File: config.mk
export PLATFORM = sky130hd
export DESIGN_NAME = midpoint_ellipse_rasterizer
export DESIGN_NICKNAME = d
export VERILOG_FILES = /design/src/rtl/emr_pkg.sv /design/src/rtl/emr_mul.sv /design/src/rtl/emr_walk.sv /design/src/rtl/midpoint_ellipse_rasterizer.sv
export VERILOG_INCLUDE_DIRS = /design/src /design/src/rtl
export SDC_FILE = /design/constraint.sdc
export NUM_CORES = 2
export LEC_CHECK = 0
export ABC_AREA = 1
export BUFFER_PORTS_ARGS = -buffer_cell sky130_fd_sc_hd__buf_2
export CORE_AREA = 4 4 366 368
export CTS_BUF_LIST = sky130_fd_sc_hd__clkbuf_4
export CTS_CLUSTER_SIZE = 8
export DETAILED_ROUTE_END_ITERATION = 10
export DIE_AREA = 0 0 370 372
export SLEW_MARGIN = 20
export SYNTH_ARGS = -nofsm -noshare
export SYNTH_HDL_FRONTEND = slang
export SYNTH_HIERARCHICAL = 1
export SYNTH_SLANG_ARGS = --single-unit
File: constraint.sdc
create_clock -name clk -period 13.3 [get_ports clk]
set_input_delay 0.665 -clock clk [delete_from_list [all_inputs] [get_ports clk]]
set_output_delay 0.665 -clock clk [all_outputs]
set_load 0.03 [all_outputs]
File: src/rtl/midpoint_ellipse_rasterizer_macros.svh
// ----------------------------------------------------------------------------
// Assertion macros for the midpoint ellipse rasterizer
// Concurrent property checks that disappear when SYNTH is defined.
// ----------------------------------------------------------------------------
`ifndef MIDPOINT_ELLIPSE_RASTERIZER_MACROS_SVH
`define MIDPOINT_ELLIPSE_RASTERIZER_MACROS_SVH
`ifndef SYNTH
// Same-cycle implication.
`define EMR_ASSERT_IMP(label, clk, rst_n, ante, cons) \
	label: assert property (@(posedge clk) disable iff (!rst_n) (ante) |-> (cons)) \
		else $error("emr: implication check failed");
// Next-cycle implication.
`define EMR_ASSERT_NXT(label, clk, rst_n, ante, cons) \
	label: assert property (@(posedge clk) disable iff (!rst_n) (ante) |=> (cons)) \
		else $error("emr: next-cycle check failed");
`else
`define EMR_ASSERT_IMP(label, clk, rst_n, ante, cons)
`define EMR_ASSERT_NXT(label, clk, rst_n, ante, cons)
`endif
`endif

File: src/rtl/emr_pkg.sv
// ----------------------------------------------------------------------------
// Midpoint ellipse rasterizer package
// Widths, register indexes, region codes and the result record.
// ----------------------------------------------------------------------------
package emr_pkg;

	localparam int COORD_WIDTH_DEF = 11;

	localparam int CTR_W   = 10;  // centre coordinates, signed
	localparam int RAD_W   = 9;   // semi-axes, unsigned
	localparam int OFF_W   = 10;  // x offset, unsigned
	localparam int YOFF_W  = 11;  // y offset, signed
	localparam int SQ_W    = 18;  // squared semi-axes
	localparam int SLOPE_W = 30;  // slope terms, signed
	localparam int DEC_W   = 48;  // decision variable, signed
	localparam int MUL_W   = 22;  // multiplier operand width
	localparam int PROD_W  = 2 * MUL_W;
	localparam int SUM_W   = 12;  // exact width of centre plus or minus offset
	localparam int IDX_W   = 2;
	localparam int CFG_W   = 10;

	localparam logic [IDX_W-1:0] CFG_CENTER_X = 2'd0;
	localparam logic [IDX_W-1:0] CFG_CENTER_Y = 2'd1;
	localparam logic [IDX_W-1:0] CFG_RADIUS_X = 2'd2;
	localparam logic [IDX_W-1:0] CFG_RADIUS_Y = 2'd3;

	localparam logic signed [CTR_W-1:0] CENTER_X_RST = 10'sd7;
	localparam logic signed [CTR_W-1:0] CENTER_Y_RST = 10'sd5;
	localparam logic [RAD_W-1:0]        RADIUS_X_RST = 9'd5;
	localparam logic [RAD_W-1:0]        RADIUS_Y_RST = 9'd7;

	typedef enum logic [1:0] {
		RGN_IDLE = 2'd0,
		RGN_ONE  = 2'd1,
		RGN_TWO  = 2'd2,
		RGN_DONE = 2'd3
	} region_t;

	typedef struct packed {
		logic                     valid_res;
		logic                     last;
		logic [OFF_W-1:0]         x_off;
		logic signed [YOFF_W-1:0] y_off;
	} res_t;

endpackage

File: src/rtl/emr_mul.sv
// ----------------------------------------------------------------------------
// Shared multiplier
// Unsigned multiplier with a registered product.
// ----------------------------------------------------------------------------
module emr_mul (
	input  logic                       clk,
	input  logic [emr_pkg::MUL_W-1:0]  a,
	input  logic [emr_pkg::MUL_W-1:0]  b,
	output logic [emr_pkg::PROD_W-1:0] prod
);

	logic [emr_pkg::PROD_W-1:0] prod_q;

	always_ff @(posedge clk) begin
		prod_q <= emr_pkg::PROD_W'(a) * emr_pkg::PROD_W'(b);
	end

	assign prod = prod_q;

endmodule

File: src/rtl/emr_walk.sv
// ----------------------------------------------------------------------------
// Ellipse walk sequencer
// Holds the walk state and steps it, using the shared multiplier for setup and for the
// crossing into region two.
`include "midpoint_ellipse_rasterizer_macros.svh"

module emr_walk (
	input  logic                      clk,
	input  logic                      arst_n,
	input  logic                      cmd_valid,
	input  logic                      cmd_start,
	output logic                      cmd_ready,
	input  logic [emr_pkg::RAD_W-1:0] radius_x,
	input  logic [emr_pkg::RAD_W-1:0] radius_y,
	output logic                      res_valid,
	input  logic                      res_ready,
	output emr_pkg::res_t             res
);

	typedef enum logic [12:0] {
		ST_IDLE = 13'h0001,
		ST_SQX  = 13'h0002,  // rx * rx
		ST_SQY  = 13'h0004,  // ry * ry
		ST_SLP  = 13'h0008,  // sq_rx * ry
		ST_INIT = 13'h0010,  // set up region one
		ST_STEP = 13'h0020,
		ST_HX   = 13'h0040,  // (2x+1)^2
		ST_YM   = 13'h0080,  // (y-1)^2
		ST_T1   = 13'h0100,  // sq_ry * (2x+1)^2
		ST_T2   = 13'h0200,  // sq_rx * (y-1)^2
		ST_T3   = 13'h0400,  // sq_rx * sq_ry
		ST_T4   = 13'h0800,  // finish region two decision
		ST_FIN  = 13'h1000
	} state_t;

	state_t           state_q;
	emr_pkg::region_t region_q;

	logic [emr_pkg::OFF_W-1:0]          x_q;
	logic signed [emr_pkg::YOFF_W-1:0]  y_q;
	logic signed [emr_pkg::SLOPE_W-1:0] slope_x_q, slope_y_q;
	logic signed [emr_pkg::DEC_W-1:0]   dec_q;
	logic [emr_pkg::SQ_W-1:0]           sq_rx_q, sq_ry_q;
	logic [emr_pkg::MUL_W-1:0]          hx2_q, ym2_q;
	emr_pkg::res_t                      res_q;

	logic [emr_pkg::MUL_W-1:0]  mul_a, mul_b;
	logic [emr_pkg::PROD_W-1:0] prod;

	logic signed [emr_pkg::DEC_W-1:0] sx, sy, rxx, ryy, sx1, sy1, p48;
	logic signed [emr_pkg::DEC_W-1:0] d1_lt, d1_ge, d2_ge, d2_lt, d_init;
	logic [emr_pkg::OFF_W:0]          hx;
	logic [emr_pkg::OFF_W-1:0]        aym;
	logic                             go_one;

	emr_mul u_mul (
		.clk  (clk),
		.a    (mul_a),
		.b    (mul_b),
		.prod (prod)
	);

	// Terms for the region one and region two steps, and for setup.
	always_comb begin
		sx     = emr_pkg::DEC_W'(slope_x_q);
		sy     = emr_pkg::DEC_W'(slope_y_q);
		rxx    = emr_pkg::DEC_W'(sq_rx_q);
		ryy    = emr_pkg::DEC_W'(sq_ry_q);
		p48    = emr_pkg::DEC_W'(prod);
		sx1    = sx + (ryy <<< 1);
		sy1    = sy - (rxx <<< 1);
		d1_lt  = dec_q + ((sx1 + ryy) <<< 2);
		d1_ge  = dec_q + ((sx1 - sy1 + ryy) <<< 2);
		d2_ge  = dec_q + ((rxx - sy1) <<< 2);
		d2_lt  = dec_q + ((sx1 - sy1 + rxx) <<< 2);
		d_init = (ryy <<< 2) - (p48 <<< 2) + rxx;
		hx     = {x_q, 1'b1};
		aym    = (y_q == '0) ? emr_pkg::OFF_W'(1) : emr_pkg::OFF_W'(y_q - 1'b1);
		go_one = (slope_x_q < slope_y_q);
	end

	// Operand selection for the shared multiplier.
	always_comb begin
		mul_a = '0;
		mul_b = '0;
		unique case (state_q)
			ST_SQX: begin
				mul_a = emr_pkg::MUL_W'(radius_x);
				mul_b = emr_pkg::MUL_W'(radius_x);
			end
			ST_SQY: begin
				mul_a = emr_pkg::MUL_W'(radius_y);
				mul_b = emr_pkg::MUL_W'(radius_y);
			end
			ST_SLP: begin
				mul_a = emr_pkg::MUL_W'(sq_rx_q);
				mul_b = emr_pkg::MUL_W'(radius_y);
			end
			ST_HX: begin
				mul_a = emr_pkg::MUL_W'(hx);
				mul_b = emr_pkg::MUL_W'(hx);
			end
			ST_YM: begin
				mul_a = emr_pkg::MUL_W'(aym);
				mul_b = emr_pkg::MUL_W'(aym);
			end
			ST_T1: begin
				mul_a = emr_pkg::MUL_W'(sq_ry_q);
				mul_b = hx2_q;
			end
			ST_T2: begin
				mul_a = emr_pkg::MUL_W'(sq_rx_q);
				mul_b = ym2_q;
			end
			ST_T3: begin
				mul_a = emr_pkg::MUL_W'(sq_rx_q);
				mul_b = emr_pkg::MUL_W'(sq_ry_q);
			end
			default: begin
				mul_a = '0;
				mul_b = '0;
			end
		endcase
	end

	// Control state.
	always_ff @(posedge clk or negedge arst_n) begin
		if (!arst_n) begin
			state_q  <= ST_IDLE;
			region_q <= emr_pkg::RGN_IDLE;
		end else begin
			unique case (state_q)
				ST_IDLE: begin
					if (cmd_valid) begin
						state_q <= cmd_start ? ST_SQX : ST_STEP;
					end
				end
				ST_SQX:  state_q <= ST_SQY;
				ST_SQY:  state_q <= ST_SLP;
				ST_SLP:  state_q <= ST_INIT;
				ST_INIT: begin
					state_q  <= ST_FIN;
					region_q <= emr_pkg::RGN_ONE;
				end
				ST_STEP: begin
					if (region_q == emr_pkg::RGN_ONE && !go_one) begin
						state_q <= ST_HX;
					end else begin
						state_q <= ST_FIN;
						if (region_q == emr_pkg::RGN_TWO && y_q <= 0) begin
							region_q <= emr_pkg::RGN_DONE;
						end
					end
				end
				ST_HX: state_q <= ST_YM;
				ST_YM: state_q <= ST_T1;
				ST_T1: state_q <= ST_T2;
				ST_T2: state_q <= ST_T3;
				ST_T3: state_q <= ST_T4;
				ST_T4: begin
					state_q  <= ST_STEP;
					region_q <= emr_pkg::RGN_TWO;
				end
				ST_FIN: begin
					if (res_ready) begin
						state_q <= ST_IDLE;
					end
				end
				default: state_q <= ST_IDLE;
			endcase
		end
	end

	// Walk datapath.
	always_ff @(posedge clk) begin
		case (state_q)
			ST_SQY: sq_rx_q <= emr_pkg::SQ_W'(prod);
			ST_SLP: sq_ry_q <= emr_pkg::SQ_W'(prod);
			ST_INIT: begin
				x_q       <= '0;
				y_q       <= emr_pkg::YOFF_W'(radius_y);
				slope_x_q <= '0;
				slope_y_q <= emr_pkg::SLOPE_W'(p48 <<< 1);
				dec_q     <= d_init;
				res_q     <= '0;
			end
			ST_STEP: begin
				res_q <= '0;
				if (region_q == emr_pkg::RGN_ONE) begin
					if (go_one) begin
						res_q.valid_res <= 1'b1;
						res_q.x_off     <= x_q;
						res_q.y_off     <= y_q;
						x_q             <= x_q + 1'b1;
						slope_x_q       <= emr_pkg::SLOPE_W'(sx1);
						if (dec_q[emr_pkg::DEC_W-1]) begin
							dec_q <= d1_lt;
						end else begin
							y_q       <= y_q - 1'b1;
							slope_y_q <= emr_pkg::SLOPE_W'(sy1);
							dec_q     <= d1_ge;
						end
					end
				end else if (region_q == emr_pkg::RGN_TWO) begin
					res_q.valid_res <= 1'b1;
					res_q.x_off     <= x_q;
					res_q.y_off     <= y_q;
					if (y_q <= 0) begin
						res_q.last <= 1'b1;
					end else begin
						y_q       <= y_q - 1'b1;
						slope_y_q <= emr_pkg::SLOPE_W'(sy1);
						if (!dec_q[emr_pkg::DEC_W-1]) begin
							dec_q <= d2_ge;
						end else begin
							x_q       <= x_q + 1'b1;
							slope_x_q <= emr_pkg::SLOPE_W'(sx1);
							dec_q     <= d2_lt;
						end
					end
				end
			end
			ST_YM: hx2_q <= emr_pkg::MUL_W'(prod);
			ST_T1: ym2_q <= emr_pkg::MUL_W'(prod);
			ST_T2: dec_q <= p48;
			ST_T3: dec_q <= dec_q + (p48 <<< 2);
			ST_T4: dec_q <= dec_q - (p48 <<< 2);
			default: ;
		endcase
	end

	assign cmd_ready = (state_q == ST_IDLE);
	assign res_valid = (state_q == ST_FIN);
	assign res       = res_q;

	`EMR_ASSERT_NXT(a_cmd_leaves_idle, clk, arst_n, cmd_valid && cmd_ready, state_q != ST_IDLE)
	`EMR_ASSERT_NXT(a_start_gives_blank, clk, arst_n, state_q == ST_INIT, state_q == ST_FIN && !res_q.valid_res)
	`EMR_ASSERT_IMP(a_y_not_negative, clk, arst_n, region_q == emr_pkg::RGN_ONE || region_q == emr_pkg::RGN_TWO, !y_q[emr_pkg::YOFF_W-1])
	`EMR_ASSERT_IMP(a_last_ends_walk, clk, arst_n, res_valid && res_q.last, region_q == emr_pkg::RGN_DONE)

endmodule

File: src/rtl/midpoint_ellipse_rasterizer.sv
// A start word runs through SQX, SQY, SLP and INIT and gives a blank result; an ordinary
// tick word runs STEP alone; the tick that crosses into region two also runs HX to T4.
// The walk takes one word at a time and stays busy until its result is handed to the output
// register; the start word and the crossing tick form their products on the shared multiplier.
// Reset: arst_n clears the walk to idle, empties the output register and restores the
// centre (7, 5) and semi-axes (5, 7).
// ----------------------------------------------------------------------------
// Midpoint ellipse rasterizer
// Walks an axis-aligned ellipse one step per tick word, giving four symmetric points.
// ----------------------------------------------------------------------------
module midpoint_ellipse_rasterizer #(
	parameter int COORD_WIDTH = emr_pkg::COORD_WIDTH_DEF
) (
	input  logic                      clk,
	input  logic                      arst_n,
	// Input stream. s_tdata: [0] start_req, rest zero.
	input  logic                      s_tvalid,
	output logic                      s_tready,
	input  logic [7:0]                s_tdata,
	// Output stream. m_tdata: x_right, x_left, y_top, y_bottom from bit 0 up,
	// each COORD_WIDTH bits, zero padding to whole bytes.
	output logic                      m_tvalid,
	input  logic                      m_tready,
	output logic [((4*COORD_WIDTH+7)/8)*8-1:0] m_tdata,
	// m_tuser: [0] valid_res.
	output logic                      m_tuser,
	output logic                      m_tlast,
	// Configuration writes.
	input  logic                      cfg_valid,
	output logic                      cfg_ready,
	input  logic [emr_pkg::IDX_W-1:0] cfg_index,
	input  logic [emr_pkg::CFG_W-1:0] cfg_data
);

	localparam int TDATA_W = ((4*COORD_WIDTH+7)/8)*8;

	// Configuration registers. The centre is read live whenever a result is
	// formed; the semi-axes are only used while a start word is being set up.
	logic signed [emr_pkg::CTR_W-1:0] center_x_q, center_y_q;
	logic [emr_pkg::RAD_W-1:0]        radius_x_q, radius_y_q;

	always_ff @(posedge clk or negedge arst_n) begin
		if (!arst_n) begin
			center_x_q <= emr_pkg::CENTER_X_RST;
			center_y_q <= emr_pkg::CENTER_Y_RST;
			radius_x_q <= emr_pkg::RADIUS_X_RST;
			radius_y_q <= emr_pkg::RADIUS_Y_RST;
		end else if (cfg_valid) begin
			unique case (cfg_index)
				emr_pkg::CFG_CENTER_X: center_x_q <= cfg_data;
				emr_pkg::CFG_CENTER_Y: center_y_q <= cfg_data;
				emr_pkg::CFG_RADIUS_X: radius_x_q <= cfg_data[emr_pkg::RAD_W-1:0];
				emr_pkg::CFG_RADIUS_Y: radius_y_q <= cfg_data[emr_pkg::RAD_W-1:0];
				default: ;
			endcase
		end
	end

	assign cfg_ready = 1'b1;

	// The walk sequencer takes a word only when idle; its result is handed to
	// the output register as soon as that register is free.
	logic          walk_ready, res_valid, res_ready;
	emr_pkg::res_t res;

	emr_walk u_walk (
		.clk       (clk),
		.arst_n    (arst_n),
		.cmd_valid (s_tvalid),
		.cmd_start (s_tdata[0]),
		.cmd_ready (walk_ready),
		.radius_x  (radius_x_q),
		.radius_y  (radius_y_q),
		.res_valid (res_valid),
		.res_ready (res_ready),
		.res       (res)
	);

	assign s_tready = walk_ready;

	// Point coordinates. The sums are exact in SUM_W bits and then wrapped or
	// sign-extended to the coordinate width.
	logic signed [emr_pkg::SUM_W-1:0] cx, cy, xo, yo;
	logic signed [emr_pkg::SUM_W-1:0] xr_sum, xl_sum, yt_sum, yb_sum;

	always_comb begin
		cx     = emr_pkg::SUM_W'(center_x_q);
		cy     = emr_pkg::SUM_W'(center_y_q);
		xo     = emr_pkg::SUM_W'(res.x_off);
		yo     = emr_pkg::SUM_W'(res.y_off);
		xr_sum = cx + xo;
		xl_sum = cx - xo;
		yt_sum = cy + yo;
		yb_sum = cy - yo;
	end

	// Output register: a blank result carries zeros in every point field.
	logic                   m_tvalid_q;
	logic                   tuser_q, tlast_q;
	logic [COORD_WIDTH-1:0] x_right_q, x_left_q, y_top_q, y_bottom_q;

	assign res_ready = !m_tvalid_q || m_tready;

	always_ff @(posedge clk or negedge arst_n) begin
		if (!arst_n) begin
			m_tvalid_q <= 1'b0;
		end else if (res_ready) begin
			m_tvalid_q <= res_valid;
		end
	end

	always_ff @(posedge clk) begin
		if (res_ready && res_valid) begin
			tuser_q <= res.valid_res;
			tlast_q <= res.last;
			if (res.valid_res) begin
				x_right_q  <= COORD_WIDTH'(xr_sum);
				x_left_q   <= COORD_WIDTH'(xl_sum);
				y_top_q    <= COORD_WIDTH'(yt_sum);
				y_bottom_q <= COORD_WIDTH'(yb_sum);
			end else begin
				x_right_q  <= '0;
				x_left_q   <= '0;
				y_top_q    <= '0;
				y_bottom_q <= '0;
			end
		end
	end

	assign m_tvalid = m_tvalid_q;
	assign m_tuser  = tuser_q;
	assign m_tlast  = tlast_q;
	assign m_tdata  = TDATA_W'({y_bottom_q, y_top_q, x_left_q, x_right_q});

endmodule
==> results.md <==
* Post-synth top area cell: fa_1
* Post-route DRC at 0
* Max-slew violations at 0
* Fill cell count at 13830
* Vias per inst at 5.16
* Sequential share of the synthesized area at 0.200
* Max-slew headroom at the worst pin at 0.307
* Final design area excluding fillers at 0.0563 mm^2
* FF-to-FF Start: u_walk/sq_ry_q[0]
* Slowest cell on the critical path: edfxtp_1
* Worst skew pair latency at 1030 ps
* Worst r2r path cells at 46
* Port Buffers at 65
* # setup viols final at 0
* Die X at 370 um
* Unique masters post-synth at 72
* Number of global-route vias before repair at 48575
* Final WS setup at 3870 ps
* Run status: completed
* CP Class: reg2reg
* Clock sink total at 370
* Ys async rst share at 0.146
* # Post-CTS Setup Buffers at 0
* Post-cts resize count at 0
* CTS Hold Bufs at 9
* Worst Setup Start Kind: flop
* Pre-CTS setup slack at 3950 ps
* I/O pins at 78
* Initial core utilization at 0.399
* F_max at 0.106 GHz
* Placed cell areas at 0.0548 mm^2
* Number of synthesized flops with an enable pin at 272
* Cells on Worst Hold Path at 3
* Least-Margin Pin Slew at 1030 ps
* CP max FO at 6
* CTS tree: built
* Crit path largest cell delay at 540 ps
* Clock slew at reported path FFs at 80 ps
* Synthesis warning total at 6
* PD cells at 123 mW/mm^2
* Yosys top cell area share at 0.158
* Die area at 0.138 mm^2
* H-tree level count at 3
* WP buf/inv at 6
* Core area at 0.131 mm^2
* Multi-input gate area at 0.0355 mm^2
* Minimum clock period after layout at 9430 ps
* Gate Count Post-Synth at 7502
* Hpwl dp at 141 mm
* Clock Path Buffers at 3
* Hold Path End: center_x_q[3]
* Register area at 0.0104 mm^2
* Initial antenna violation count at 3
* DRT Pass-1 Iters at 6
* TritonCTS buffer count at 108
* Hold wc startpoint: cfg_data[3]
* Reg2reg setup slack at 3870 ps
* Post-synthesis register bit count at 370
* Setup crit end kind: flop
* FP Rows at 133
* Most used cell, CP: o21ai_0
* Syn avg cell area at 6.95 um^2
* Die height at 372 um
* Routed vias at 48791
* Gpl congestion at 0.972
* ANT nets after route at 0
* Largest net degree at the start of global routing at 55
* Fin nets at 8459
* Global route overflow at 0
* Total GRT Usage at 0.252
* RSZ-0062 raised after global routing: no
* Clk Tree Root Cell: clkbuf_4
* Layout cell share with drive strength beyond 1 at 0.0791
* Max-cap violations at 0
* Largest cells by area after synthesis: fa_1, nand2_1, edfxtp_1, inv_1, ha_1
* Area of the mapped netlist at 0.0521 mm^2
* Worst r2r dst: u_walk/dec_q[45]
* First-pass GRT wire length at 272 mm
* Clock skew at 102 ps
* Wire per inst at 18.4 um
* Final period util at 0.709
* LEAKAGE at 30.1 nW
* Crit path DAT at 10220 ps
* TNS Setup at 0 ps
* Total Power at 0.00690 W
* Initial DRC Count at 3781
* Drt total wl at 174 mm
* Top Family by Delay on Critical Path: compound AO/OA/AOI/OAI gates
* Synthesis-to-layout area growth at 8.09%
* Worst IR Drop VDD at 0.0000688 V
* HP Class: in2reg
* Final Hold Vio Count at 0
* Ys flop type: edfxtp_1
* Worst path required time at 14090 ps
-- worst register-to-register path, delay by kind of cell, from the launching register on --
family | cells | cell delay (ps)
adders and majority gates | 5 | 1830
xor gates and xnor gates | 3 | 790
buffers and inverters | 6 | 500
and+or+nand+nor | 14 | 1830
DFF | 1 | 540
AOI/OAI and AO/OA | 18 | 3770
-- synth_stat cells, types with 10 or more instances --
master     instances
inv_1           1471
clkbuf_1         146
xnor2_1           55
xor2_1           147
o2111ai_1         13
nand2_2           75
nor2_4            14
o21a_1            11
nor2_2            46
o31ai_1           10
edfxtp_1         272
o22ai_1           13
nand2_1         2178
o21bai_1          24
a21boi_0          10
o221ai_1          32
inv_2             39
o21ai_1           13
nand3_1          373
nand4_1           66
o21ai_0          314
dfxtp_1           44
dfrtp_1           43
a31oi_1           25
a221oi_1          11
buf_4             11
fa_1             411
o211ai_1          31
ha_1             423
buf_2             18
a21oi_1          372
dfstp_2           11
nor3_1            74
nor2_1           539
nor4_1            20
nand3_2           28
-- kinds of logic (layout without fill, tap and decap cells) --
kind of cell | Yosys count | count (layout) | share of synthesized area
other | 3 | 26 | 0.000216
XOR/XNOR | 202 | 202 | 0.0339
flip-flops | 370 | 370 | 0.200
AND/OR/NAND/NOR | 3463 | 3463 | 0.281
adder cells (fa/ha/maj) | 834 | 834 | 0.259
AO/OA/AOI/OAI | 927 | 927 | 0.101
buffers and inverters | 1703 | 1871 | 0.124
-- power by group --
group | switching, W | total, W | internal [W]
registers | 0.000105 | 0.00151 | 0.00141
logic | 0.00288 | 0.00423 | 0.00135
clock network | 0.000574 | 0.00116 | 0.000583
total | 0.00356 | 0.00690 | 0.00334
-- per-layer routing --
metal,global-route usage,up-vias,share of wire
met1,0.339,23199,0.44
met5,0,-,0
met2,0.428,1564,0.46
met4,0.0718,0,0.028
met3,0.0298,267,0.066
li1,-,23761,-
-- cell type report --
type / instances / share of cell area
repair buffers: 154 / 0.0183
diodes: 5 / 0.000222
inverters: 1519 / 0.101
clock inverters: 30 / 0.00318
flip-flops and latches: 370 / 0.185
well taps: 1755 / 0.0390
multi-input cells: 5447 / 0.631
clock buffers: 168 / 0.0224
-- flip-flops by register name, summed over array words and instances, names as in the netlist, 11 cells and up --
name,cells
u_walk/ym2_q,22
x_right_q,11
u_walk/res,23
u_walk/slope_y_q,29
u_walk/u_mul/prod,44
u_walk/sq_rx_q,18
u_walk/dec_q,46
u_walk/hx2_q,22
y_top_q,11
u_walk/y_q,11
u_walk/state_q,13
u_walk/slope_x_q,29
u_walk/sq_ry_q,18
-- layout by cell type (no fill, tap or decap), types with 48 or more instances in the layout --
master and count:
buf_2 65, nor3_1 71, xnor2_1 55, ha_1 423, nand4_1 66, nand2_2 75
clkbuf_4 168, nand3_1 373, a21oi_1 371, xor2_1 147, nor2_1 535, nor2_2 48
edfxtp_1 272, o21ai_0 314, buf_4 79, nand2_1 2178, inv_1 1468, fa_1 411
-- worst max path at each step --
stage                                  from               endpoint  cells past startpoint
final                     u_walk/sq_ry_q[0]       u_walk/dec_q[45]                     46
after CTS                 u_walk/state_q[2]  u_walk/u_mul/prod[22]                     30
after detailed placement  u_walk/state_q[1]  u_walk/u_mul/prod[22]                     30
after global routing      u_walk/sq_ry_q[0]       u_walk/dec_q[47]                     52
after floorplan           u_walk/state_q[3]  u_walk/u_mul/prod[38]                     35
after global placement    u_walk/state_q[1]  u_walk/u_mul/prod[34]                     32
-- metrics by stage --
| stage | hold slack [ps] | instances | util |
|---|---|---|---|
| final | 98.4 | 9448 | 0.431 |
| after global routing | 57.1 | 9446 | 0.431 |
| after CTS | 3.19 | 9442 | 0.431 |
| after detailed placement | 423 | 9235 | 0.419 |
| after global placement | 409 | 9235 | 0.419 |
| after floorplan | 369 | 7520 | - |
No activity file was read; power rests on OpenSTA's default activity.
